[src/rtl/c420ds_pkg.sv]
package c420ds_pkg;

   localparam int MAX_WIDTH  = 2048;
   localparam int MAX_HEIGHT = 2048;

   localparam int SAMPLE_W = 8;
   localparam int PAIR_W   = SAMPLE_W + 1;
   localparam int BLK_W    = 8;
   localparam int CSR_IDX_W = 4;

   // Raster counters and effective sizes (size needs one bit more than the counter)
   localparam int COL_W    = $clog2(MAX_WIDTH);
   localparam int ROW_W    = $clog2(MAX_HEIGHT);
   localparam int WSIZE_W  = COL_W + 1;
   localparam int HSIZE_W  = ROW_W + 1;

   localparam int LINE_DEPTH = MAX_WIDTH / 2;
   localparam int SLOT_W     = COL_W - 1;

   localparam int MAX_WBLK = MAX_WIDTH / 16;
   localparam int MAX_HBLK = MAX_HEIGHT / 16;

   // Register indexes
   localparam logic [CSR_IDX_W-1:0] CSR_WIDTH  = CSR_IDX_W'(0);
   localparam logic [CSR_IDX_W-1:0] CSR_HEIGHT = CSR_IDX_W'(1);

   // Raster position as seen by the lanes
   typedef struct packed {
      logic              col_odd;
      logic              row_odd;
      logic [SLOT_W-1:0] slot;
      logic              row_end;
      logic              frame_end;
   } pos_type;

   // Per-cycle lane controls
   typedef struct packed {
      logic              take;     // request accepted this cycle
      logic              col_odd;
      logic              row_odd;
      logic [SLOT_W-1:0] slot;
      logic              load;     // stage 1 moves to the output register
      logic              restart;
   } lane_ctl_type;

endpackage

[src/rtl/c420ds_ctrl.sv]
module c420ds_ctrl (
   input  logic                                clock,
   input  logic                                reset,
   input  logic                                take,
   input  logic                                csr_wr,
   input  logic [c420ds_pkg::CSR_IDX_W-1:0]    csr_index,
   input  logic [c420ds_pkg::BLK_W-1:0]        csr_data,
   output c420ds_pkg::pos_type                 pos
);

   localparam int COL_W   = c420ds_pkg::COL_W;
   localparam int ROW_W   = c420ds_pkg::ROW_W;
   localparam int WSIZE_W = c420ds_pkg::WSIZE_W;
   localparam int HSIZE_W = c420ds_pkg::HSIZE_W;
   localparam int WCMP_W  = (WSIZE_W > c420ds_pkg::BLK_W + 1) ? WSIZE_W : c420ds_pkg::BLK_W + 1;
   localparam int HCMP_W  = (HSIZE_W > c420ds_pkg::BLK_W + 1) ? HSIZE_W : c420ds_pkg::BLK_W + 1;

   logic [COL_W-1:0]   col_ff, col_in;
   logic [ROW_W-1:0]   row_ff, row_in;
   logic [WSIZE_W-1:0] width_ff, width_in;
   logic [HSIZE_W-1:0] height_ff, height_in;

   logic [WCMP_W-1:0]  wblk;
   logic [HCMP_W-1:0]  hblk;
   logic               row_end, frame_end;

   // Block count: zero acts as one, large values clamp to the largest size that fits
   always_comb begin
      wblk = (csr_data == '0) ? WCMP_W'(1) : WCMP_W'(csr_data);
      if (wblk > WCMP_W'(c420ds_pkg::MAX_WBLK)) begin
         wblk = WCMP_W'(c420ds_pkg::MAX_WBLK);
      end
      hblk = (csr_data == '0) ? HCMP_W'(1) : HCMP_W'(csr_data);
      if (hblk > HCMP_W'(c420ds_pkg::MAX_HBLK)) begin
         hblk = HCMP_W'(c420ds_pkg::MAX_HBLK);
      end
   end

   assign row_end   = ({1'b0, col_ff} + WSIZE_W'(1)) >= width_ff;
   assign frame_end = row_end && (({1'b0, row_ff} + HSIZE_W'(1)) >= height_ff);

   always_comb begin
      width_in  = width_ff;
      height_in = height_ff;
      col_in    = col_ff;
      row_in    = row_ff;
      if (csr_wr) begin
         col_in = '0;
         row_in = '0;
         if (csr_index == c420ds_pkg::CSR_WIDTH) begin
            width_in = WSIZE_W'(wblk << 4);
         end else if (csr_index == c420ds_pkg::CSR_HEIGHT) begin
            height_in = HSIZE_W'(hblk << 4);
         end else begin
            col_in = col_ff;
            row_in = row_ff;
         end
      end else if (take) begin
         if (frame_end) begin
            col_in = '0;
            row_in = '0;
         end else if (row_end) begin
            col_in = '0;
            row_in = row_ff + ROW_W'(1);
         end else begin
            col_in = col_ff + COL_W'(1);
         end
      end
   end

   always_ff @(posedge clock) begin
      if (reset) begin
         col_ff    <= '0;
         row_ff    <= '0;
         width_ff  <= WSIZE_W'(16);
         height_ff <= HSIZE_W'(16);
      end else begin
         col_ff    <= col_in;
         row_ff    <= row_in;
         width_ff  <= width_in;
         height_ff <= height_in;
      end
   end

   assign pos.col_odd   = col_ff[0];
   assign pos.row_odd   = row_ff[0];
   assign pos.slot      = col_ff[COL_W-1:1];
   assign pos.row_end   = row_end;
   assign pos.frame_end = frame_end;

endmodule

[config.mk]
export PLATFORM = sky130hd
export DESIGN_NAME = c420ds_ctrl
export DESIGN_NICKNAME = d
export VERILOG_FILES = /design/src/rtl/c420ds_pkg.sv /design/src/rtl/c420ds_ctrl.sv
export SDC_FILE = /design/constraint.sdc
export NUM_CORES = 1
export LEC_CHECK = 0
export BUFFER_PORTS_ARGS = -buffer_cell sky130_fd_sc_hd__buf_2
export CORE_UTILIZATION = 36
export DETAILED_ROUTE_END_ITERATION = 8
export PLACE_DENSITY = 0.61
export SETUP_SLACK_MARGIN = 0.4
export SYNTH_ARGS = -nofsm -noshare
export SYNTH_HDL_FRONTEND = slang
export SYNTH_SLANG_ARGS = --single-unit
[constraint.sdc]
create_clock -name clock -period 3.14 [get_ports clock]
set_input_delay 0.314 -clock clock [delete_from_list [all_inputs] [get_ports clock]]
set_output_delay 0.314 -clock clock [all_outputs]
set_load 0.005 [all_outputs]
==> results.sh <==
export IMPL_outcome="complete, no violations"
export IMPL_postPlaceCellArea_mm2=0.00251
export IMPL_end_kind="output port"
export IMPL_grt_overflow_total=0
export IMPL_synth_top_cell_area_share_pct=33.6
export IMPL_hold_class="input port to register"
export IMPL_fmax_ghz=0.336
export IMPL_ys_seq_area_share_pct=33.6
export IMPL_startpoint_type="register"
export IMPL_area_delta_synth_final_pct=38.4
export IMPL_worstPathRequired_ns=2.83
export IMPL_clkSlewWorstSetupHoldPaths_ns=0.08
export IMPL_synthCells=273
export IMPL_relSlewSlack_pct=45.1
export IMPL_p_per_area_mw_per_mm2=322
export IMPL_synth_largest_area_cell="dfxtp_1"
export IMPL_switching_power_mw=0.248
export IMPL_numCtsBuffers=5
export IMPL_nFillCells=585
export IMPL_core_area_mm2=0.00599
export IMPL_gp_congestion=0.799
export IMPL_rsz0062_at_grt="yes"
export IMPL_drive_above_1_share_pct=35.6
export IMPL_switching_share_pct=24.5
export IMPL_viasPerCell=5.20
export IMPL_wl_per_cell_um=14.6
export IMPL_multi_input_area_mm2=0.00162
export IMPL_clock_root_buffer="clkbuf_8"
export IMPL_h_tree_depth=2
export IMPL_fin_area_mm2=0.00313
export IMPL_cts_tree="yes"
export IMPL_setup_tns_ns=0
export IMPL_syn_area_per_cell_um2=8.28
export IMPL_port_buffers=29
export IMPL_fin_worst_skew_ns=0.00930
export IMPL_ir_drop_mv=0.212
export IMPL_hpwlAfterDp_mm=3.83
export IMPL_dieWidth_um=81.3
export IMPL_async_flop_share_pct=0
export IMPL_finalHoldViolCount=0
export IMPL_start_util_pct=37.7
export IMPL_path_class="register to output port"
export IMPL_drc=0
export IMPL_drt_first_pass_iters=4
export IMPL_seqPwrFrac_pct=48.7
export IMPL_setup_viol=0
export IMPL_slew_violations=0
export IMPL_leakage_nw=1.27
export IMPL_cp_arrival_ns=2.66
export IMPL_worstMarginPinSlew_ns=0.822
export IMPL_vias=2127
export IMPL_synth_most_common_cell="dfxtp_1"
export IMPL_ios=30
export IMPL_final_nets=367
export IMPL_antenna_found_initial=0
export IMPL_wl_mm=5.97
export IMPL_ys_top_cells_by_area="dfxtp_1, ha_1, mux2i_1, nor2_1, inv_1"
export IMPL_n_antenna_cell=0
export IMPL_total_power_mw=1.01
export IMPL_syn_nets=307
export IMPL_ys_flop_type="dfxtp_1"
export IMPL_die_h_um=81.3
export IMPL_postLayoutCoreUtil_pct=52.2
export IMPL_std_cell_rows=28
export IMPL_synth_seq_cells=38
export IMPL_synth_area_mm2=0.00226
export IMPL_clk_latency_ns=0.30
export IMPL_post_route_min_period_ns=2.98
export IMPL_share_comb_of_total_power_pct=8.6
export IMPL_grt_max_degree=24
export IMPL_seqCellArea_um2=778
export IMPL_yosysWarningCount=0
export IMPL_cellInternalPower_mw=0.761
export IMPL_synth_edf_count=0
export IMPL_grt_pass1_wl_mm=8.84
export IMPL_die_area_mm2=0.00660
export IMPL_maxCapViolCount=0
export IMPL_power_frac_clock_pct=42.8
export IMPL_track_usage_pct=17.7
export IMPL_ys_types=40
export IMPL_timing_final_crit_share_pct=94.8
export IMPL_cp_max_fo=3
export IMPL_clockBufferDepth=2
export IMPL_synth_common_cells="dfxtp_1, nor2_1, inv_1"
export IMPL_drt_initial_drc_count=76
export IMPL_grt_pass1_vias=1943
export IMPL_ant_nets=0
export IMPL_cts_sinks=38
logic make-up (layout without fill, tap and decap cells):
kind of cell,count (synthesis),in the layout,synth area share (%)
compound gates,50,51,15.4
xor+xnor,14,14,5.42
flops,38,38,33.6
mux,15,15,6.64
buf+inv,39,99,7.42
simple gates,99,99,21.5
fa+ha+maj,18,18,9.96
final cells by class:
class	count	area share, %
Clock buffer	5	2.20
Clock inverter	3	1.44
Inverter	29	3.48
Multi-Input combinational cell	197	51.6
Sequential cell	38	24.9
Tap cell	75	3.00
Timing Repair Buffer	62	13.4
path summary, 6_finish.rpt:
kind | startpoint | end | slack, ns | cells past startpoint
max | row_ff[1] | pos[0] | 0.16 | 13
min reg2reg | height_ff[11] | height_ff[11] | 0.46 | 2
min | csr_index[0] | height_ff[11] | 0.31 | 3
max reg2reg | col_ff[1] | row_ff[2] | 0.30 | 12
critical path, cell delays in order (launching register included):
cell and delay [ns]:
dfxtp_2 0.37, ha_4 0.17, nand3_4 0.10, nor2_4 0.12
buf_4 0.13, nand2_2 0.07, xnor2_2 0.25, ha_4 0.25
a211oi_4 0.23, a211oi_2 0.10, a211oi_2 0.25, buf_4 0.16
nor2_2 0.04, buf_2 0.12
layer usage:
layer	vias to the layer above	part of all wire, %	track usage [%]
li1	1073	-	-
met1	1009	45	21.1
met2	35	51	30.5
met3	10	2.4	3.60
met4	0	1.8	7.50
met5	-	0	0
layout by cell type, fill, tap and decap left out, types with 3 or more instances in the layout:
cell and instances:
nand2b_1 4, o21ai_0 9, xnor2_2 4, a211oi_2 4, o22ai_1 3, xnor2_1 8
nor2_4 5, nand2_1 16, a21oi_1 4, nand3b_1 3, dfxtp_2 8, nor2b_1 9
a31oi_1 4, nand3_4 3, clkbuf_8 5, buf_2 28, mux2i_1 15, nand3_1 8
ha_1 15, nand4_1 6, buf_6 3, o21ai_1 4, nor2_1 28, ha_4 3
buf_4 30, a21o_1 3, inv_1 28, dfxtp_1 28
power by group through the flow:
stage | sequential, mW | combinational (mW) | clock [mW]
6_report | 0.491 | 0.0863 | 0.431
4_1_cts | 0.491 | 0.0788 | 0.441
2_1_floorplan | 0.502 | 0.0409 | 0
5_1_grt | 0.492 | 0.0953 | 0.459
3_5_place_dp | 0.503 | 0.0678 | 0
3_3_place_gp | 0.503 | 0.0670 | 0
through the flow:
step	setup slack, ns	hold WS [ns]	instances
3_3_place_gp	0.159	0.449	375
6_report	0.164	0.310	409
2_1_floorplan	0.418	0.436	273
5_1_grt	0.0701	0.319	409
4_1_cts	0.265	0.303	398
3_5_place_dp	0.117	0.450	375
flip-flops by register name (all words and copies together) (netlist names):
| signal | count |
|---|---|
| row_ff | 11 |
| col_ff | 11 |
| height_ff | 8 |
| width_ff | 8 |
repair_timing:
action / in CTS / in global routing
resized for setup: 35 / 30
pin swaps: 14 / 19
gates cloned: 0 / 1
hold buffers: 0 / 0
endpoints found under the setup margin: 24 / 24
buffers inserted: 15 / 10
Note: power is estimated with default switching activity, not from simulation.
